===== src/design/sgrc_pkg.sv =====
// Shared types, constants, tables and the sweep target function of the sound generator.
`timescale 1ns / 1ps
package sgrc_pkg;

    typedef enum logic [1:0] {
        CMD_WRITE   = 2'd0,
        CMD_READ    = 2'd1,
        CMD_TICK    = 2'd2,
        CMD_DELIVER = 2'd3
    } t_cmd;

    typedef struct packed {
        logic [1:0] command;
        logic [4:0] reg_offset;
        logic [7:0] write_data;
    } t_in_word;

    typedef struct packed {
        logic [7:0]  read_data;
        logic        irq_line;
        logic        fetch_request;
        logic [15:0] fetch_address;
        logic [2:0]  stall_cycles;
        logic [3:0]  pulse_one_level;
        logic [3:0]  pulse_two_level;
        logic [3:0]  triangle_level;
        logic [3:0]  noise_level;
        logic [6:0]  sample_level;
    } t_out_word;

    // channel state that the level gating looks at
    typedef struct packed {
        logic [1:0][7:0]  pulse_ctl;
        logic [1:0][7:0]  sweep_ctl;
        logic [1:0][10:0] pulse_period;
        logic [1:0][2:0]  duty_step;
        logic [2:0][3:0]  env_decay;
        logic [3:0]       len_nz;
        logic [4:0]       enables;
        logic [10:0]      tri_period;
        logic [4:0]       tri_step;
        logic             linear_nz;
        logic [7:0]       noise_ctl;
        logic             lfsr_lsb;
    } t_lvl_state;

    localparam logic [4:0]  OFF_PULSE_END = 5'd8;
    localparam logic [4:0]  OFF_TRI_END   = 5'd12;
    localparam logic [4:0]  OFF_NOISE_END = 5'd16;
    localparam logic [4:0]  OFF_DMC_END   = 5'd20;
    localparam logic [4:0]  OFF_TRI_HI    = 5'd11;
    localparam logic [4:0]  OFF_NOISE_HI  = 5'd15;
    localparam logic [4:0]  OFF_DMC_CTRL  = 5'd16;
    localparam logic [4:0]  OFF_DMC_LEVEL = 5'd17;
    localparam logic [4:0]  OFF_STATUS    = 5'd21;
    localparam logic [4:0]  OFF_FRAME     = 5'd23;

    localparam logic [15:0] DMC_BASE      = 16'hC000;
    localparam logic [15:0] DMC_WRAP_FROM = 16'hFFFF;
    localparam logic [15:0] DMC_WRAP_TO   = 16'h8000;
    localparam logic [15:0] PERIOD_MAX    = 16'h07FF;
    localparam logic [15:0] FRAME_Q1      = 16'd7457;
    localparam logic [15:0] FRAME_Q2      = 16'd14913;
    localparam logic [15:0] FRAME_Q3      = 16'd22371;
    localparam logic [15:0] FRAME_END4    = 16'd29829;
    localparam logic [15:0] FRAME_END5    = 16'd37281;
    localparam logic [6:0]  DMC_TOP       = 7'd125;
    localparam logic [2:0]  STALL_FETCH   = 3'd4;

    localparam logic [7:0] LEN_LUT [32] = '{
        8'd10, 8'd254, 8'd20, 8'd2, 8'd40, 8'd4, 8'd80, 8'd6,
        8'd160, 8'd8, 8'd60, 8'd10, 8'd14, 8'd12, 8'd26, 8'd14,
        8'd12, 8'd16, 8'd24, 8'd18, 8'd48, 8'd20, 8'd96, 8'd22,
        8'd192, 8'd24, 8'd72, 8'd26, 8'd16, 8'd28, 8'd32, 8'd30
    };
    localparam logic [11:0] NOISE_LUT [16] = '{
        12'd4, 12'd8, 12'd16, 12'd32, 12'd64, 12'd96, 12'd128, 12'd160,
        12'd202, 12'd254, 12'd380, 12'd508, 12'd762, 12'd1016, 12'd2034, 12'd4068
    };
    localparam logic [8:0] RATE_LUT [16] = '{
        9'd428, 9'd380, 9'd340, 9'd320, 9'd286, 9'd254, 9'd226, 9'd214,
        9'd190, 9'd160, 9'd142, 9'd128, 9'd106, 9'd85, 9'd72, 9'd54
    };
    localparam logic [7:0] DUTY_LUT [4] = '{8'h02, 8'h06, 8'h1E, 8'hF9};

    // sweep target, 16-bit wrap in negate mode; first pulse subtracts one more
    function automatic logic [15:0] sweep_goal(input logic [10:0] period,
                                               input logic [7:0] ctl,
                                               input logic first);
        logic [15:0] t;
        logic [15:0] d;
        t = {5'd0, period};
        d = t >> ctl[2:0];
        if (ctl[2:0] == 3'd0) begin
            sweep_goal = t;
        end else if (ctl[3]) begin
            sweep_goal = t - d - {15'd0, first};
        end else begin
            sweep_goal = t + d;
        end
    endfunction

endpackage


===== src/design/sgrc_levels.sv =====
// Gated digital levels of the pulse, triangle and noise channels.
`timescale 1ns / 1ps
module sgrc_levels (
    input  sgrc_pkg::t_lvl_state i_st,
    output logic [3:0]           o_pulse_one,
    output logic [3:0]           o_pulse_two,
    output logic [3:0]           o_triangle,
    output logic [3:0]           o_noise
);
    import sgrc_pkg::*;

    logic [1:0][3:0] pulse_lvl;
    logic [7:0]      duty;

    always_comb begin
        duty = '0;
        for (int ch = 0; ch < 2; ch++) begin
            duty = DUTY_LUT[i_st.pulse_ctl[ch][7:6]];
            pulse_lvl[ch] = '0;
            if (i_st.enables[ch] && i_st.len_nz[ch] && i_st.pulse_period[ch] >= 11'd8 &&
                sweep_goal(i_st.pulse_period[ch], i_st.sweep_ctl[ch], ch == 0) <= PERIOD_MAX &&
                duty[i_st.duty_step[ch]]) begin
                pulse_lvl[ch] = i_st.pulse_ctl[ch][4] ? i_st.pulse_ctl[ch][3:0]
                                                      : i_st.env_decay[ch];
            end
        end
    end

    assign o_pulse_one = pulse_lvl[0];
    assign o_pulse_two = pulse_lvl[1];

    always_comb begin
        o_triangle = '0;
        if (i_st.enables[2] && i_st.len_nz[2] && i_st.linear_nz && i_st.tri_period >= 11'd2) begin
            o_triangle = i_st.tri_step[4] ? i_st.tri_step[3:0] : ~i_st.tri_step[3:0];
        end
    end

    always_comb begin
        o_noise = '0;
        if (i_st.enables[3] && i_st.len_nz[3] && !i_st.lfsr_lsb) begin
            o_noise = i_st.noise_ctl[4] ? i_st.noise_ctl[3:0] : i_st.env_decay[2];
        end
    end

endmodule


===== src/design/sound_generator_register_core.sv =====
// Sound generator register core: pulse, triangle, noise and sample channels with frame sequencer.
//
// Input channel: one word per item (register write, status read, clock tick or
// sample byte delivery) on i_in_valid / o_in_ready. Output channel: one word per
// item on o_out_valid / i_out_ready, carrying status read data, irq line, the
// sample fetch request and address, stall cycles and the five channel levels.
// Each item updates the whole channel state in the cycle it is accepted; its
// result is registered and shown on the next cycle.
// Throughput is one item per cycle: the output register frees as it is taken,
// so o_in_ready stays high while the receiver keeps up. When the receiver
// stalls, the finished word holds and o_in_ready drops until it is taken.
// A fetch request asks for the byte at fetch_address; the byte comes back in a
// later delivery item. Synchronous reset puts all channel state to its idle
// values (noise shift register one, sample buffer empty and silent) and
// empties the output register.
`timescale 1ns / 1ps
module sound_generator_register_core (
    input  logic                 i_clk,
    input  logic                 i_rst_n,
    input  logic                 i_in_valid,
    output logic                 o_in_ready,
    input  sgrc_pkg::t_in_word   i_in_word,
    output logic                 o_out_valid,
    input  logic                 i_out_ready,
    output sgrc_pkg::t_out_word  o_out_word
);
    import sgrc_pkg::*;

    logic [7:0]  r_pulse_reg [8],  n_pulse_reg [8];
    logic [7:0]  r_tri_reg [4],    n_tri_reg [4];
    logic [7:0]  r_noise_reg [4],  n_noise_reg [4];
    logic [7:0]  r_dmc_reg [4],    n_dmc_reg [4];
    logic [7:0]  r_len [4],        n_len [4];
    logic        r_env_start [3],  n_env_start [3];
    logic [3:0]  r_env_div [3],    n_env_div [3];
    logic [3:0]  r_env_decay [3],  n_env_decay [3];
    logic [2:0]  r_sweep_div [2],  n_sweep_div [2];
    logic        r_sweep_rld [2],  n_sweep_rld [2];
    logic [10:0] r_pulse_cnt [2],  n_pulse_cnt [2];
    logic [2:0]  r_duty_step [2],  n_duty_step [2];
    logic [10:0] r_tri_cnt,        n_tri_cnt;
    logic [4:0]  r_tri_step,       n_tri_step;
    logic [6:0]  r_linear,         n_linear;
    logic        r_linear_rld,     n_linear_rld;
    logic [11:0] r_noise_cnt,      n_noise_cnt;
    logic [14:0] r_lfsr,           n_lfsr;
    logic [8:0]  r_dmc_cnt,        n_dmc_cnt;
    logic [6:0]  r_dmc_out,        n_dmc_out;
    logic [15:0] r_dmc_addr,       n_dmc_addr;
    logic [11:0] r_dmc_left,       n_dmc_left;
    logic [7:0]  r_dmc_shift,      n_dmc_shift;
    logic [3:0]  r_dmc_bits,       n_dmc_bits;
    logic [7:0]  r_dmc_buf,        n_dmc_buf;
    logic        r_dmc_empty,      n_dmc_empty;
    logic        r_dmc_silent,     n_dmc_silent;
    logic [4:0]  r_enables,        n_enables;
    logic [7:0]  r_frame_mode,     n_frame_mode;
    logic [15:0] r_frame_cycle,    n_frame_cycle;
    logic        r_frm_int,        n_frm_int;
    logic        r_dmc_irq,        n_dmc_irq;
    logic        r_parity,         n_parity;

    logic        r_out_valid;
    t_out_word   r_out_word;
    t_out_word   n_out_word;
    t_lvl_state  lvl_st;
    logic        accept;
    logic [7:0]  rd;
    logic [2:0]  stall;
    logic        want;
    logic [3:0]  lvl_p1, lvl_p2, lvl_tri, lvl_noise;

    assign o_in_ready = !r_out_valid || i_out_ready;
    assign accept     = i_in_valid && o_in_ready;

    always_comb begin
        logic        quarter;
        logic        half;
        logic [7:0]  ctl;
        logic [7:0]  data;
        logic [4:0]  off;
        logic [15:0] goal;
        logic [10:0] per;
        logic        fb;

        for (int i = 0; i < 8; i++) n_pulse_reg[i] = r_pulse_reg[i];
        for (int i = 0; i < 4; i++) begin
            n_tri_reg[i]   = r_tri_reg[i];
            n_noise_reg[i] = r_noise_reg[i];
            n_dmc_reg[i]   = r_dmc_reg[i];
            n_len[i]       = r_len[i];
        end
        for (int i = 0; i < 3; i++) begin
            n_env_start[i] = r_env_start[i];
            n_env_div[i]   = r_env_div[i];
            n_env_decay[i] = r_env_decay[i];
        end
        for (int i = 0; i < 2; i++) begin
            n_sweep_div[i] = r_sweep_div[i];
            n_sweep_rld[i] = r_sweep_rld[i];
            n_pulse_cnt[i] = r_pulse_cnt[i];
            n_duty_step[i] = r_duty_step[i];
        end
        n_tri_cnt     = r_tri_cnt;
        n_tri_step    = r_tri_step;
        n_linear      = r_linear;
        n_linear_rld  = r_linear_rld;
        n_noise_cnt   = r_noise_cnt;
        n_lfsr        = r_lfsr;
        n_dmc_cnt     = r_dmc_cnt;
        n_dmc_out     = r_dmc_out;
        n_dmc_addr    = r_dmc_addr;
        n_dmc_left    = r_dmc_left;
        n_dmc_shift   = r_dmc_shift;
        n_dmc_bits    = r_dmc_bits;
        n_dmc_buf     = r_dmc_buf;
        n_dmc_empty   = r_dmc_empty;
        n_dmc_silent  = r_dmc_silent;
        n_enables     = r_enables;
        n_frame_mode  = r_frame_mode;
        n_frame_cycle = r_frame_cycle;
        n_frm_int     = r_frm_int;
        n_dmc_irq     = r_dmc_irq;
        n_parity      = r_parity;

        quarter = 1'b0;
        half    = 1'b0;
        rd      = '0;
        stall   = '0;
        data    = i_in_word.write_data;
        off     = i_in_word.reg_offset;
        ctl     = '0;
        goal    = '0;
        per     = '0;
        fb      = 1'b0;

        unique case (t_cmd'(i_in_word.command))
            CMD_WRITE: begin
                if (off < OFF_PULSE_END) begin
                    n_pulse_reg[off[2:0]] = data;
                    if (off[1:0] == 2'd1) n_sweep_rld[off[2]] = 1'b1;
                    if (off[1:0] == 2'd3) begin
                        if (r_enables[off[2]]) n_len[off[2]] = LEN_LUT[data[7:3]];
                        n_env_start[off[2]] = 1'b1;
                        n_duty_step[off[2]] = '0;
                        n_pulse_cnt[off[2]] = {data[2:0], n_pulse_reg[{off[2], 2'd2}]};
                    end
                end else if (off < OFF_TRI_END) begin
                    n_tri_reg[off[1:0]] = data;
                    if (off == OFF_TRI_HI) begin
                        if (r_enables[2]) n_len[2] = LEN_LUT[data[7:3]];
                        n_linear_rld = 1'b1;
                        n_tri_step   = '0;
                        n_tri_cnt    = {data[2:0], r_tri_reg[2]};
                    end
                end else if (off < OFF_NOISE_END) begin
                    n_noise_reg[off[1:0]] = data;
                    if (off == OFF_NOISE_HI) begin
                        if (r_enables[3]) n_len[3] = LEN_LUT[data[7:3]];
                        n_env_start[2] = 1'b1;
                        n_noise_cnt    = NOISE_LUT[r_noise_reg[2][3:0]];
                    end
                end else if (off < OFF_DMC_END) begin
                    n_dmc_reg[off[1:0]] = data;
                    if (off == OFF_DMC_CTRL) begin
                        if (!data[7]) n_dmc_irq = 1'b0;
                        n_dmc_cnt = RATE_LUT[data[3:0]];
                    end
                    if (off == OFF_DMC_LEVEL) n_dmc_out = data[6:0];
                end else if (off == OFF_STATUS) begin
                    n_enables = data[4:0];
                    n_dmc_irq = 1'b0;
                    for (int i = 0; i < 4; i++) begin
                        if (!data[i]) n_len[i] = '0;
                    end
                    if (!data[4]) begin
                        n_dmc_left = '0;
                    end else if (r_dmc_left == '0) begin
                        n_dmc_addr = DMC_BASE + {2'd0, r_dmc_reg[2], 6'd0};
                        n_dmc_left = {r_dmc_reg[3], 4'd1};
                    end
                end else if (off == OFF_FRAME) begin
                    n_frame_mode  = data;
                    n_frame_cycle = '0;
                    if (data[6]) n_frm_int = 1'b0;
                    quarter = data[7];
                    half    = data[7];
                end
            end
            CMD_READ: begin
                for (int i = 0; i < 4; i++) rd[i] = (r_len[i] != '0);
                rd[4] = (r_dmc_left != '0);
                rd[6] = r_frm_int;
                rd[7] = r_dmc_irq;
                n_frm_int = 1'b0;
            end
            CMD_TICK: begin
                n_parity      = !r_parity;
                n_frame_cycle = r_frame_cycle + 16'd1;
                if (n_frame_cycle == FRAME_Q1 || n_frame_cycle == FRAME_Q3) begin
                    quarter = 1'b1;
                end else if (n_frame_cycle == FRAME_Q2) begin
                    quarter = 1'b1;
                    half    = 1'b1;
                end else if (r_frame_mode[7] && n_frame_cycle == FRAME_END5) begin
                    quarter       = 1'b1;
                    half          = 1'b1;
                    n_frame_cycle = '0;
                end else if (!r_frame_mode[7] && n_frame_cycle == FRAME_END4) begin
                    quarter       = 1'b1;
                    half          = 1'b1;
                    if (!r_frame_mode[6]) n_frm_int = 1'b1;
                    n_frame_cycle = '0;
                end
            end
            CMD_DELIVER: begin
                if (r_dmc_empty && r_dmc_left != '0) begin
                    n_dmc_buf   = data;
                    n_dmc_empty = 1'b0;
                    stall       = STALL_FETCH;
                    n_dmc_addr  = (r_dmc_addr == DMC_WRAP_FROM) ? DMC_WRAP_TO
                                                                : r_dmc_addr + 16'd1;
                    n_dmc_left  = r_dmc_left - 12'd1;
                    if (n_dmc_left == '0) begin
                        if (r_dmc_reg[0][6]) begin
                            n_dmc_addr = DMC_BASE + {2'd0, r_dmc_reg[2], 6'd0};
                            n_dmc_left = {r_dmc_reg[3], 4'd1};
                        end else if (r_dmc_reg[0][7]) begin
                            n_dmc_irq = 1'b1;
                        end
                    end
                end
            end
            default: begin
            end
        endcase

        // envelopes and linear counter
        if (quarter) begin
            for (int e = 0; e < 3; e++) begin
                ctl = (e == 2) ? n_noise_reg[0] : n_pulse_reg[e * 4];
                if (n_env_start[e]) begin
                    n_env_start[e] = 1'b0;
                    n_env_decay[e] = 4'd15;
                    n_env_div[e]   = ctl[3:0];
                end else if (n_env_div[e] == '0) begin
                    n_env_div[e] = ctl[3:0];
                    if (n_env_decay[e] != '0) n_env_decay[e] = n_env_decay[e] - 4'd1;
                    else if (ctl[5])          n_env_decay[e] = 4'd15;
                end else begin
                    n_env_div[e] = n_env_div[e] - 4'd1;
                end
            end
            if (n_linear_rld)          n_linear = n_tri_reg[0][6:0];
            else if (n_linear != '0)   n_linear = n_linear - 7'd1;
            if (!n_tri_reg[0][7])      n_linear_rld = 1'b0;
        end

        // length counters and sweeps
        if (half) begin
            if (!n_pulse_reg[0][5] && n_len[0] != '0) n_len[0] = n_len[0] - 8'd1;
            if (!n_pulse_reg[4][5] && n_len[1] != '0) n_len[1] = n_len[1] - 8'd1;
            if (!n_tri_reg[0][7]   && n_len[2] != '0) n_len[2] = n_len[2] - 8'd1;
            if (!n_noise_reg[0][5] && n_len[3] != '0) n_len[3] = n_len[3] - 8'd1;
            for (int ch = 0; ch < 2; ch++) begin
                ctl  = n_pulse_reg[ch * 4 + 1];
                per  = {n_pulse_reg[ch * 4 + 3][2:0], n_pulse_reg[ch * 4 + 2]};
                goal = sweep_goal(per, ctl, ch == 0);
                if (n_sweep_div[ch] == '0 && ctl[7] && ctl[2:0] != '0 &&
                    per >= 11'd8 && goal <= PERIOD_MAX) begin
                    n_pulse_reg[ch * 4 + 2] = goal[7:0];
                    n_pulse_reg[ch * 4 + 3] = {n_pulse_reg[ch * 4 + 3][7:3], goal[10:8]};
                end
                if (n_sweep_div[ch] == '0 || n_sweep_rld[ch]) begin
                    n_sweep_div[ch] = ctl[6:4];
                    n_sweep_rld[ch] = 1'b0;
                end else begin
                    n_sweep_div[ch] = n_sweep_div[ch] - 3'd1;
                end
            end
        end

        if (t_cmd'(i_in_word.command) == CMD_TICK) begin
            // triangle sequencer
            if (n_tri_cnt == '0) begin
                n_tri_cnt = {n_tri_reg[3][2:0], n_tri_reg[2]};
                if (n_len[2] != '0 && n_linear != '0) n_tri_step = n_tri_step + 5'd1;
            end else begin
                n_tri_cnt = n_tri_cnt - 11'd1;
            end
            // sample reader
            if (n_enables[4]) begin
                if (n_dmc_cnt != '0) begin
                    n_dmc_cnt = n_dmc_cnt - 9'd1;
                end else begin
                    n_dmc_cnt = RATE_LUT[n_dmc_reg[0][3:0]];
                    if (!n_dmc_silent) begin
                        if (n_dmc_shift[0]) begin
                            if (n_dmc_out <= DMC_TOP) n_dmc_out = n_dmc_out + 7'd2;
                        end else if (n_dmc_out >= 7'd2) begin
                            n_dmc_out = n_dmc_out - 7'd2;
                        end
                    end
                    n_dmc_shift = n_dmc_shift >> 1;
                    n_dmc_bits  = n_dmc_bits - 4'd1;
                    if (n_dmc_bits == '0) begin
                        n_dmc_bits = 4'd8;
                        if (n_dmc_empty) begin
                            n_dmc_silent = 1'b1;
                        end else begin
                            n_dmc_silent = 1'b0;
                            n_dmc_shift  = n_dmc_buf;
                            n_dmc_empty  = 1'b1;
                        end
                    end
                end
            end
            // pulse and noise timers run at half rate
            if (!n_parity) begin
                for (int ch = 0; ch < 2; ch++) begin
                    if (n_pulse_cnt[ch] == '0) begin
                        n_pulse_cnt[ch] = {n_pulse_reg[ch * 4 + 3][2:0], n_pulse_reg[ch * 4 + 2]};
                        n_duty_step[ch] = n_duty_step[ch] + 3'd1;
                    end else begin
                        n_pulse_cnt[ch] = n_pulse_cnt[ch] - 11'd1;
                    end
                end
                if (n_noise_cnt == '0) begin
                    fb          = n_lfsr[0] ^ (n_noise_reg[2][7] ? n_lfsr[6] : n_lfsr[1]);
                    n_lfsr      = {fb, n_lfsr[14:1]};
                    n_noise_cnt = NOISE_LUT[n_noise_reg[2][3:0]];
                end else begin
                    n_noise_cnt = n_noise_cnt - 12'd1;
                end
            end
        end
    end

    always_comb begin
        for (int ch = 0; ch < 2; ch++) begin
            lvl_st.pulse_ctl[ch]    = n_pulse_reg[ch * 4];
            lvl_st.sweep_ctl[ch]    = n_pulse_reg[ch * 4 + 1];
            lvl_st.pulse_period[ch] = {n_pulse_reg[ch * 4 + 3][2:0], n_pulse_reg[ch * 4 + 2]};
            lvl_st.duty_step[ch]    = n_duty_step[ch];
        end
        for (int e = 0; e < 3; e++) lvl_st.env_decay[e] = n_env_decay[e];
        for (int i = 0; i < 4; i++) lvl_st.len_nz[i] = (n_len[i] != '0);
        lvl_st.enables    = n_enables;
        lvl_st.tri_period = {n_tri_reg[3][2:0], n_tri_reg[2]};
        lvl_st.tri_step   = n_tri_step;
        lvl_st.linear_nz  = (n_linear != '0);
        lvl_st.noise_ctl  = n_noise_reg[0];
        lvl_st.lfsr_lsb   = n_lfsr[0];
    end

    sgrc_levels u_levels (
        .i_st        (lvl_st),
        .o_pulse_one (lvl_p1),
        .o_pulse_two (lvl_p2),
        .o_triangle  (lvl_tri),
        .o_noise     (lvl_noise)
    );

    assign want = n_dmc_empty && (n_dmc_left != '0);

    always_comb begin
        n_out_word.read_data       = rd;
        n_out_word.irq_line        = n_frm_int || n_dmc_irq;
        n_out_word.fetch_request   = want;
        n_out_word.fetch_address   = want ? n_dmc_addr : '0;
        n_out_word.stall_cycles    = stall;
        n_out_word.pulse_one_level = lvl_p1;
        n_out_word.pulse_two_level = lvl_p2;
        n_out_word.triangle_level  = lvl_tri;
        n_out_word.noise_level     = lvl_noise;
        n_out_word.sample_level    = n_dmc_out;
    end

    always_ff @(posedge i_clk) begin
        if (!i_rst_n) begin
            for (int i = 0; i < 8; i++) r_pulse_reg[i] <= '0;
            for (int i = 0; i < 4; i++) begin
                r_tri_reg[i]   <= '0;
                r_noise_reg[i] <= '0;
                r_dmc_reg[i]   <= '0;
                r_len[i]       <= '0;
            end
            for (int i = 0; i < 3; i++) begin
                r_env_start[i] <= 1'b0;
                r_env_div[i]   <= '0;
                r_env_decay[i] <= '0;
            end
            for (int i = 0; i < 2; i++) begin
                r_sweep_div[i] <= '0;
                r_sweep_rld[i] <= 1'b0;
                r_pulse_cnt[i] <= '0;
                r_duty_step[i] <= '0;
            end
            r_tri_cnt     <= '0;
            r_tri_step    <= '0;
            r_linear      <= '0;
            r_linear_rld  <= 1'b0;
            r_noise_cnt   <= '0;
            r_lfsr        <= 15'd1;
            r_dmc_cnt     <= '0;
            r_dmc_out     <= '0;
            r_dmc_addr    <= '0;
            r_dmc_left    <= '0;
            r_dmc_shift   <= '0;
            r_dmc_bits    <= 4'd8;
            r_dmc_buf     <= '0;
            r_dmc_empty   <= 1'b1;
            r_dmc_silent  <= 1'b1;
            r_enables     <= '0;
            r_frame_mode  <= '0;
            r_frame_cycle <= '0;
            r_frm_int     <= 1'b0;
            r_dmc_irq     <= 1'b0;
            r_parity      <= 1'b0;
        end else if (accept) begin
            for (int i = 0; i < 8; i++) r_pulse_reg[i] <= n_pulse_reg[i];
            for (int i = 0; i < 4; i++) begin
                r_tri_reg[i]   <= n_tri_reg[i];
                r_noise_reg[i] <= n_noise_reg[i];
                r_dmc_reg[i]   <= n_dmc_reg[i];
                r_len[i]       <= n_len[i];
            end
            for (int i = 0; i < 3; i++) begin
                r_env_start[i] <= n_env_start[i];
                r_env_div[i]   <= n_env_div[i];
                r_env_decay[i] <= n_env_decay[i];
            end
            for (int i = 0; i < 2; i++) begin
                r_sweep_div[i] <= n_sweep_div[i];
                r_sweep_rld[i] <= n_sweep_rld[i];
                r_pulse_cnt[i] <= n_pulse_cnt[i];
                r_duty_step[i] <= n_duty_step[i];
            end
            r_tri_cnt     <= n_tri_cnt;
            r_tri_step    <= n_tri_step;
            r_linear      <= n_linear;
            r_linear_rld  <= n_linear_rld;
            r_noise_cnt   <= n_noise_cnt;
            r_lfsr        <= n_lfsr;
            r_dmc_cnt     <= n_dmc_cnt;
            r_dmc_out     <= n_dmc_out;
            r_dmc_addr    <= n_dmc_addr;
            r_dmc_left    <= n_dmc_left;
            r_dmc_shift   <= n_dmc_shift;
            r_dmc_bits    <= n_dmc_bits;
            r_dmc_buf     <= n_dmc_buf;
            r_dmc_empty   <= n_dmc_empty;
            r_dmc_silent  <= n_dmc_silent;
            r_enables     <= n_enables;
            r_frame_mode  <= n_frame_mode;
            r_frame_cycle <= n_frame_cycle;
            r_frm_int     <= n_frm_int;
            r_dmc_irq     <= n_dmc_irq;
            r_parity      <= n_parity;
        end
    end

    // output word register
    always_ff @(posedge i_clk) begin
        if (!i_rst_n) begin
            r_out_valid <= 1'b0;
        end else if (o_in_ready) begin
            r_out_valid <= i_in_valid;
        end
    end

    always_ff @(posedge i_clk) begin
        if (accept) begin
            r_out_word <= n_out_word;
        end
    end

    assign o_out_valid = r_out_valid;
    assign o_out_word  = r_out_word;

endmodule


===== config.mk =====
export PLATFORM = sky130hd
export DESIGN_NAME = sound_generator_register_core
export DESIGN_NICKNAME = d
export VERILOG_FILES = /design/src/design/sgrc_pkg.sv /design/src/design/sgrc_levels.sv /design/src/design/sound_generator_register_core.sv
export SDC_FILE = /design/constraint.sdc
export NUM_CORES = 1
export LEC_CHECK = 0
export ABC_AREA = 1
export BUFFER_PORTS_ARGS = -buffer_cell sky130_fd_sc_hd__buf_2
export CORE_UTILIZATION = 45
export CTS_BUF_LIST = sky130_fd_sc_hd__clkbuf_4 sky130_fd_sc_hd__clkbuf_8 sky130_fd_sc_hd__clkbuf_16
export CTS_CLUSTER_DIAMETER = 100
export DETAILED_ROUTE_END_ITERATION = 10
export MAX_ROUTING_LAYER = met4
export SYNTH_ARGS = -nofsm -noshare
export SYNTH_HDL_FRONTEND = slang
export SYNTH_SLANG_ARGS = --single-unit

===== constraint.sdc =====
create_clock -name i_clk -period 10.2 [get_ports i_clk]
set_input_delay 1.53 -clock i_clk [delete_from_list [all_inputs] [get_ports i_clk]]
set_output_delay 1.53 -clock i_clk [all_outputs]
set_load 0.1 [all_outputs]

==> results of run 1 <==
-- kinds of logic after synthesis --
group                    after synthesis  share of synthesized area [%]
AND/OR/NAND/NOR                     1839                           26.7
AO/OA/AOI/OAI                        950                           18.6
buffers and inverters                752                           9.84
flip-flops                           394                           35.2
adder cells (fa/ha/maj)              131                           5.63
XOR/XNOR                             123                           3.65
multiplexers                          11                          0.373
other                                  1                         0.0127
-- what timing repair did --
item                                    4_1_cts  5_1_grt
resized for setup                             0       10
setup buffers                                 0        1
hold buffers                                  0        0
endpoints found under the setup margin        0        4
-- worst min path at each step --
stage | from | endpoint | slack [ns] | cells past startpoint
6_report | r_dmc_buf[1] | r_dmc_buf[1] | 0.46 | 2
5_1_grt | r_noise_cnt[1] | r_noise_cnt[1] | 0.47 | 1
4_1_cts | r_noise_cnt[10] | r_noise_cnt[10] | 0.46 | 2
3_5_place_dp | r_noise_cnt[10] | r_noise_cnt[10] | 0.44 | 2
3_3_place_gp | r_dmc_buf[0] | r_dmc_buf[0] | 0.44 | 2
2_1_floorplan | r_noise_cnt[5] | r_noise_cnt[5] | 0.42 | 2
-- layer usage --
metal,routed length [um],GRT usage (%)
met5,0,-
met4,2100,7.30
met3,5720,3.27
met2,41100,43.2
met1,43100,38.5
-- synthesized netlist by cell type, types with 10 or more instances --
| master | count |
|---|---|
| clkbuf_1 | 129 |
| o21ai_0 | 423 |
| nor3_1 | 61 |
| nand4_1 | 49 |
| inv_1 | 573 |
| nor4_1 | 32 |
| nand2_1 | 847 |
| o21ai_1 | 17 |
| o311ai_0 | 10 |
| edfxtp_1 | 250 |
| a22oi_1 | 13 |
| o22ai_1 | 61 |
| xor2_1 | 95 |
| a32o_1 | 12 |
| nand3_1 | 253 |
| or2_2 | 17 |
| o2111ai_1 | 14 |
| o211ai_1 | 54 |
| dfxtp_1 | 144 |
| a31oi_1 | 12 |
| a21oi_1 | 236 |
| ha_1 | 128 |
| nor2_1 | 499 |
| a221oi_1 | 14 |
| o31ai_1 | 20 |
| inv_2 | 16 |
| nor2_2 | 11 |
| xnor2_1 | 28 |
| a211oi_1 | 11 |
| mux2i_1 | 11 |
| nand2_2 | 33 |
| buf_2 | 10 |
-- through the flow --
stage | utilization, % | total power, mW | hold WS [ns] | TNS (ns) | instances
floorplan | - | 2.83 | 0.422 | 0 | 4203
global placement | 47.8 | 3.14 | 0.437 | -0.0588 | 5047
finish | 50.4 | 4.92 | 0.458 | 0 | 5140
CTS | 50.3 | 4.93 | 0.460 | 0 | 5135
detailed placement | 47.8 | 3.14 | 0.444 | -0.572 | 5047
global route | 50.4 | 5.16 | 0.473 | 0 | 5140
-- cell type report --
class | count | area, um^2
fillers | 6591 | 32000
multi-input cells | 3057 | 16300
clock inverters | 25 | 289
flip-flops and latches | 394 | 10400
inverters | 596 | 2250
well taps | 855 | 1070
diodes | 4 | 10.0
clock buffers | 63 | 1360
repair buffers | 146 | 923
-- worst register-to-register path, delay by kind of cell, from the launching register on --
| kind | cells | cell delay (ns) |
|---|---|---|
| AOI/OAI and AO/OA | 23 | 3.59 |
| muxes | 1 | 0.44 |
| adders and majority gates | 3 | 0.92 |
| and+or+nand+nor | 13 | 1.38 |
| DFF | 1 | 0.38 |
| buffers and inverters | 6 | 0.65 |
-- where the power goes --
group	switching, mW	internal (mW)	total (mW)
sequential	0.0430	1.79	1.84
combinational	0.923	0.371	1.29
clock	0.719	1.07	1.79
total	1.69	3.23	4.92
==> summary.txt, run 1 <==
Critical path
  – Crit path required time: 10.65 ns
  – CP top delay family: compound AO/OA/AOI/OAI gates
  – Crit Path Class: input pin to flop
  – Crit-path most repeated cell: inv_1
  – CP Buf/Inv Count: 12
  – CP max-delay cell: mux2i_1
  – Crit path launch: i_in_word[13]
  – Register-to-register setup slack: roughly 2.7 ns
  – FF-to-FF path depth: between 40 and 50
  – Worst Setup Start Kind: input pin
  – Worst Path Arrival: between 9 and 10 ns
  – WP depth: 52
  – Critical path endpoint: o_out_word[21]
  – CP Max Fanout: 15
  – Worst Setup End Kind: flop
  – R2r endpoint: o_out_word[21]
  – RR Startpoint: r_pulse_reg[0][20]
  – Worst path max stage delay: ~0.45 ns

Synthesis
  – Synth Area per Inst: 7.02 um^2
  – EDFF count, synth: 250
  – Ys async rst share: 0%
  – Yosys top cell by area: edfxtp_1
  – Yosys cell types: between 60 and 70
  – Post-Syn Area: a little under 0.03 mm^2
  – Largest cells by area after synthesis: edfxtp_1 25%, nand2_1 11%, dfxtp_1 9.8%
  – Mapped Cells: approximately 4,200
  – Primary FF master, synth: edfxtp_1
  – Post-synth top area share: between 20% and 30%
  – Yosys warns: 0
  – Seq/Total Area, Yosys: a little over a third
  – Seq cells post-synth: between 300 and 400

Clocking
  – CTS tree: built
  – H-tree Lvls: 2
  – CTS root buffer: clkbuf_16
  – Worst-path clk slew: approximately 0.06 ns
  – Num CTS Buffers: 47
  – Clk sinks: slightly below 400
  – Max Buffers Root-to-Sink: 3
  – Skew-Pair Late Insertion Delay: 0.60 ns

Layout
  – Number of flip-flops under the largest register name: 54
  – Most common cell after layout, fill and taps aside: nand2_1
  – Design area: about 0.033 mm^2
  – P&R area growth vs syn: 10.4%
  – Most frequent cells in the layout: 846 x nand2_1, 571 x inv_1, 496 x nor2_1
  – Ratio of cells with drive above 1 in the final layout: ~8.1%
  – Final net count: roughly 4,400

STA
  – Fmax: 107 MHz
  – Post-route minimum period: around 9.4 ns
  – Slew Viols, Final: 0
  – Fin crit share: ~92%
  – Worst rel slew slack: around 25%
  – Final setup viols: 0
  – Final Hold Violating Endpoints: 0
  – Layout Skew: approximately 0.026 ns
  – Final worst slack: between 0.8 and 0.9 ns
  – Worst-Margin Slew: 1.11 ns
  – Unrepaired setup endpoints after global routing: false

Floorplanning
  – Row count: slightly above 90
  – Initial core utilization: a little under half
  – Core area: ~0.065 mm^2
  – Die area: between 0.06 and 0.07 mm^2
  – I/O pin cnt: between 70 and 80
  – Die outline width: 258 um
  – Die Span Y: approximately 260 um

Power
  – Leak Pwr: ~14 nW
  – PwrDens: 151 mW/mm^2
  – Peak VDD IR: 0.128 mV

Routing
  – WL/cell: around 18 um
  – Drt total wl: roughly 92,000 um
  – Via count: approximately 28,000
  – Remaining antenna violation count: 0
  – Vias per inst: 5.54
  – DR iter-0 viols: 2,757
  – DRC Markers: 0
  – First-pass DRT Iterations: 8

Run
  – Max Cap Viol: 0

Global route
  – First-pass GRT wire length: ~140,000 um
  – Largest net degree at the start of global routing: roughly 110
  – GRT Residual Overflow: 0
  – Initial antenna violation count: 5
  – Aggregate global-route resource usage: 27.9%
  – Number of global-route vias before repair: ~26,000

Min path
  – Worst hold path type: flop to flop

Placed design
  – Placed standard-cell area: about 0.03 mm^2
  – Gpl congestion: 0.943
  – Pre-CTS WS: -0.146 ns
  – Buffers on Ports: 69
  – Hpwl dp: ~66,000 um

Status
  – Status: completed
Note: power is estimated with default switching activity, not from simulation.
==> inputs of run 2 (changes only) <==
--- a/config.mk
+++ b/config.mk
@@ -5,7 +5,6 @@
 export SDC_FILE = /design/constraint.sdc
 export NUM_CORES = 1
 export LEC_CHECK = 0
-export ABC_AREA = 1
 export BUFFER_PORTS_ARGS = -buffer_cell sky130_fd_sc_hd__buf_2
 export CORE_UTILIZATION = 45
 export CTS_BUF_LIST = sky130_fd_sc_hd__clkbuf_4 sky130_fd_sc_hd__clkbuf_8 sky130_fd_sc_hd__clkbuf_16
==> summary.txt, run 2 <==
Layout
  – Finished Layout Cells: just under 5,000
  – Finished Core Util: between 50% and 60%
  – Most common cell after layout, fill and taps aside: nor2_1
  – P&R area growth vs syn: 13.4%
  – # fillers: 6,398
  – Most frequent cells in the layout: 565 x nor2_1, 426 x nand2_1, 354 x a21oi_1
  – Ratio of cells with drive above 1 in the final layout: around an eighth
  – Number of flip-flops under the largest register name: 54
  – Final net count: roughly 4,100

Clocking
  – Skew-Pair Late Insertion Delay: approximately 0.6 ns
  – Max Buffers Root-to-Sink: 3
  – Num CTS Buffers: between 40 and 50
  – H-tree Lvls: 2
  – CTS root buffer: clkbuf_16
  – CTS tree: built
  – Clk sinks: approximately 400
  – Worst-path clk slew: roughly 0.06 ns
  – CTS hold repair buffers: 0

Routing
  – Remaining antenna violation count: 0
  – DRC Markers: 10
  – DR iter-0 viols: between 3,000 and 4,000
  – Vias per inst: roughly 6.0
  – Via count: approximately 29,000
  – WL/cell: between 20 and 25 um
  – First-pass DRT Iterations: 9
  – Drt total wl: around 97,000 um

STA
  – Final setup viols: 0
  – Final Hold Violating Endpoints: 0
  – Post-route minimum period: roughly 9.7 ns
  – Final worst slack: ~0.5 ns
  – Worst-Margin Slew: between 1 and 1.5 ns
  – Fin crit share: between 90% and 100%
  – Slew Viols, Final: 0
  – Fmax: around 100 MHz
  – Worst rel slew slack: between 10% and 20%
  – Layout Skew: about 0.031 ns

Status
  – Failing checks: design-rule violations
  – Status: finished, violations left

Critical path
  – Register-to-register setup slack: about 1.8 ns
  – CP max-delay cell: or4_4
  – Crit path required time: between 10 and 15 ns
  – Worst Path Arrival: between 10 and 15 ns
  – Worst Setup Start Kind: input pin
  – CP Max Fanout: 12
  – Crit Path Class: input pin to flop
  – Worst Setup End Kind: flop
  – Worst path max stage delay: between 0.5 and 0.6 ns

Synthesis
  – Seq/Total Area, Yosys: between 30% and 40%
  – Post-synth top area share: between 20% and 30%
  – Mapped Cells: ~3,800
  – Post-Syn Area: approximately 0.030 mm^2
  – Yosys top cell by area: edfxtp_1
  – EDFF count, synth: 250
  – Most frequent cell after synthesis: nor2_1
  – Synth Area per Inst: between 7 and 8 um^2
  – Seq cells post-synth: about 390
  – Yosys warns: 0
  – Top post-synthesis cells by count: 568 x nor2_1, 429 x nand2_1, 358 x a21oi_1, 250 x edfxtp_1, 209 x o21ai_0
  – Primary FF master, synth: edfxtp_1
  – Largest cells by area after synthesis: edfxtp_1 25%, dfxtp_1 9.6%, nor2_1 7.1%
  – Yosys cell types: 110
  – Ys async rst share: 0%

Global route
  – Met3 Use GR: 3.49%
  – First-pass GRT wire length: roughly 150,000 um
  – Largest net degree at the start of global routing: approximately 130
  – GR Layer Usage met2: between 40 and 50%
  – Aggregate global-route resource usage: between 20 and 30%
  – Met1 Track Usage GR: between 30% and 40%
  – Number of global-route vias before repair: between 20,000 and 30,000
  – Initial antenna violation count: 5
  – Global routing's busiest layer: met2
  – GRT Residual Overflow: 0

Floorplanning
  – Die outline width: 261 um
  – Row count: 94
  – Core area: ~0.066 mm^2
  – Die Span Y: approximately 260 um
  – Initial core utilization: around 46%
  – I/O pin cnt: 73
  – Die area: approximately 0.068 mm^2

Placed design
  – Hpwl dp: 68,900 um
  – Buffers on Ports: between 60 and 70
  – Placed cell count: approximately 4,700
  – Gpl congestion: roughly 1.0
  – Pre-CTS WS: -0.125 ns

Power
  – PwrDens: around 140 mW/mm^2
  – Total power: about 4.9 mW
  – Leak Pwr: ~14 nW
  – Peak VDD IR: 0.132 mV

Min path
  – Worst hold path type: flop to flop

Run
  – Max Cap Viol: 0
[run 2: changes by cell type in the layout (fill, tap and decap cells not counted), sizes merged, moves of 73 or more]
cell / change
nand2: -451
mux2i: +111
a21oi: +122
buf: +164
inv: -454
o21ai: -212
and2: +73
nand3: -153
[run 2: worst max-delay path: cells and delay by family]
kind | cells | cell delay (ns)
AO/OA/AOI/OAI | 13 | 2.68
AND/OR/NAND/NOR | 12 | 2.93
buffers and inverters | 9 | 1.19
adder cells (fa/ha/maj) | 4 | 1.04
multiplexers | 2 | 0.31
XOR/XNOR | 2 | 0.30
[run 2: area by class of cell]
class,instances,area (um^2),area share [%]
inverter,136,523,1.53
sequential,394,10400,30.5
tap,864,1080,3.17
timing repair buffer,310,2220,6.50
clock inverter,17,109,0.319
multi-input combinational,3023,18400,54.0
clock buffer,67,1360,3.99
antenna,2,5.00,0.0147
[run 2: final timing paths]
path,depth (start not counted),end,startpoint
worst max-delay path,42,o_out_word[18],i_in_word[14]
worst min-delay path,2,r_tri_cnt[2],r_tri_cnt[2]
worst max register to register,31,o_out_word[18],r_frame_cycle[1]
worst min register to register,2,r_tri_cnt[2],r_tri_cnt[2]
[run 2: power by group]
part | switching, mW | total (mW) | internal (mW)
Clock | 0.689 | 1.61 | 0.925
Sequential | 0.0537 | 1.85 | 1.79
Combinational | 0.941 | 1.48 | 0.537
[run 2: logic make-up (layout without fill, tap and decap cells)]
group / count (synthesis) / count (layout) / synth area share, %
flip-flops: 394 / 394 / 34.5
multiplexers: 148 / 148 / 5.08
XOR/XNOR: 141 / 141 / 4.29
AO/OA/AOI/OAI: 1048 / 1048 / 22.1
adder cells (fa/ha/maj): 135 / 135 / 5.66
AND/OR/NAND/NOR: 1548 / 1548 / 23.7
buffers and inverters: 355 / 530 / 4.62
other: 1 / 5 / 0.0125
[run 2: per-layer routing]
metal	wire length [um]	vias to the layer above	share of wire [%]
met5	0	-	0
met4	2920	0	3.0
met3	6040	177	6.2
met2	43400	947	45
met1	44900	13600	46
li1	-	14000	-
[run 2: through the flow]
stage / instance area, um^2 / setup TNS [ns] / hold slack, ns
CTS: 34000 / 0 / 0.448
global route: 34100 / -0.172 / 0.468
global placement: 32500 / 0 / 0.434
floorplan: 30100 / 0 / 0.422
detailed placement: 32500 / -0.467 / 0.439
finish: 34100 / 0 / 0.445
[run 2: what timing repair did]
item | in CTS | in global routing
buffers inserted | 0 | 6
resized for setup | 0 | 15
endpoints found under the setup margin | 0 | 8
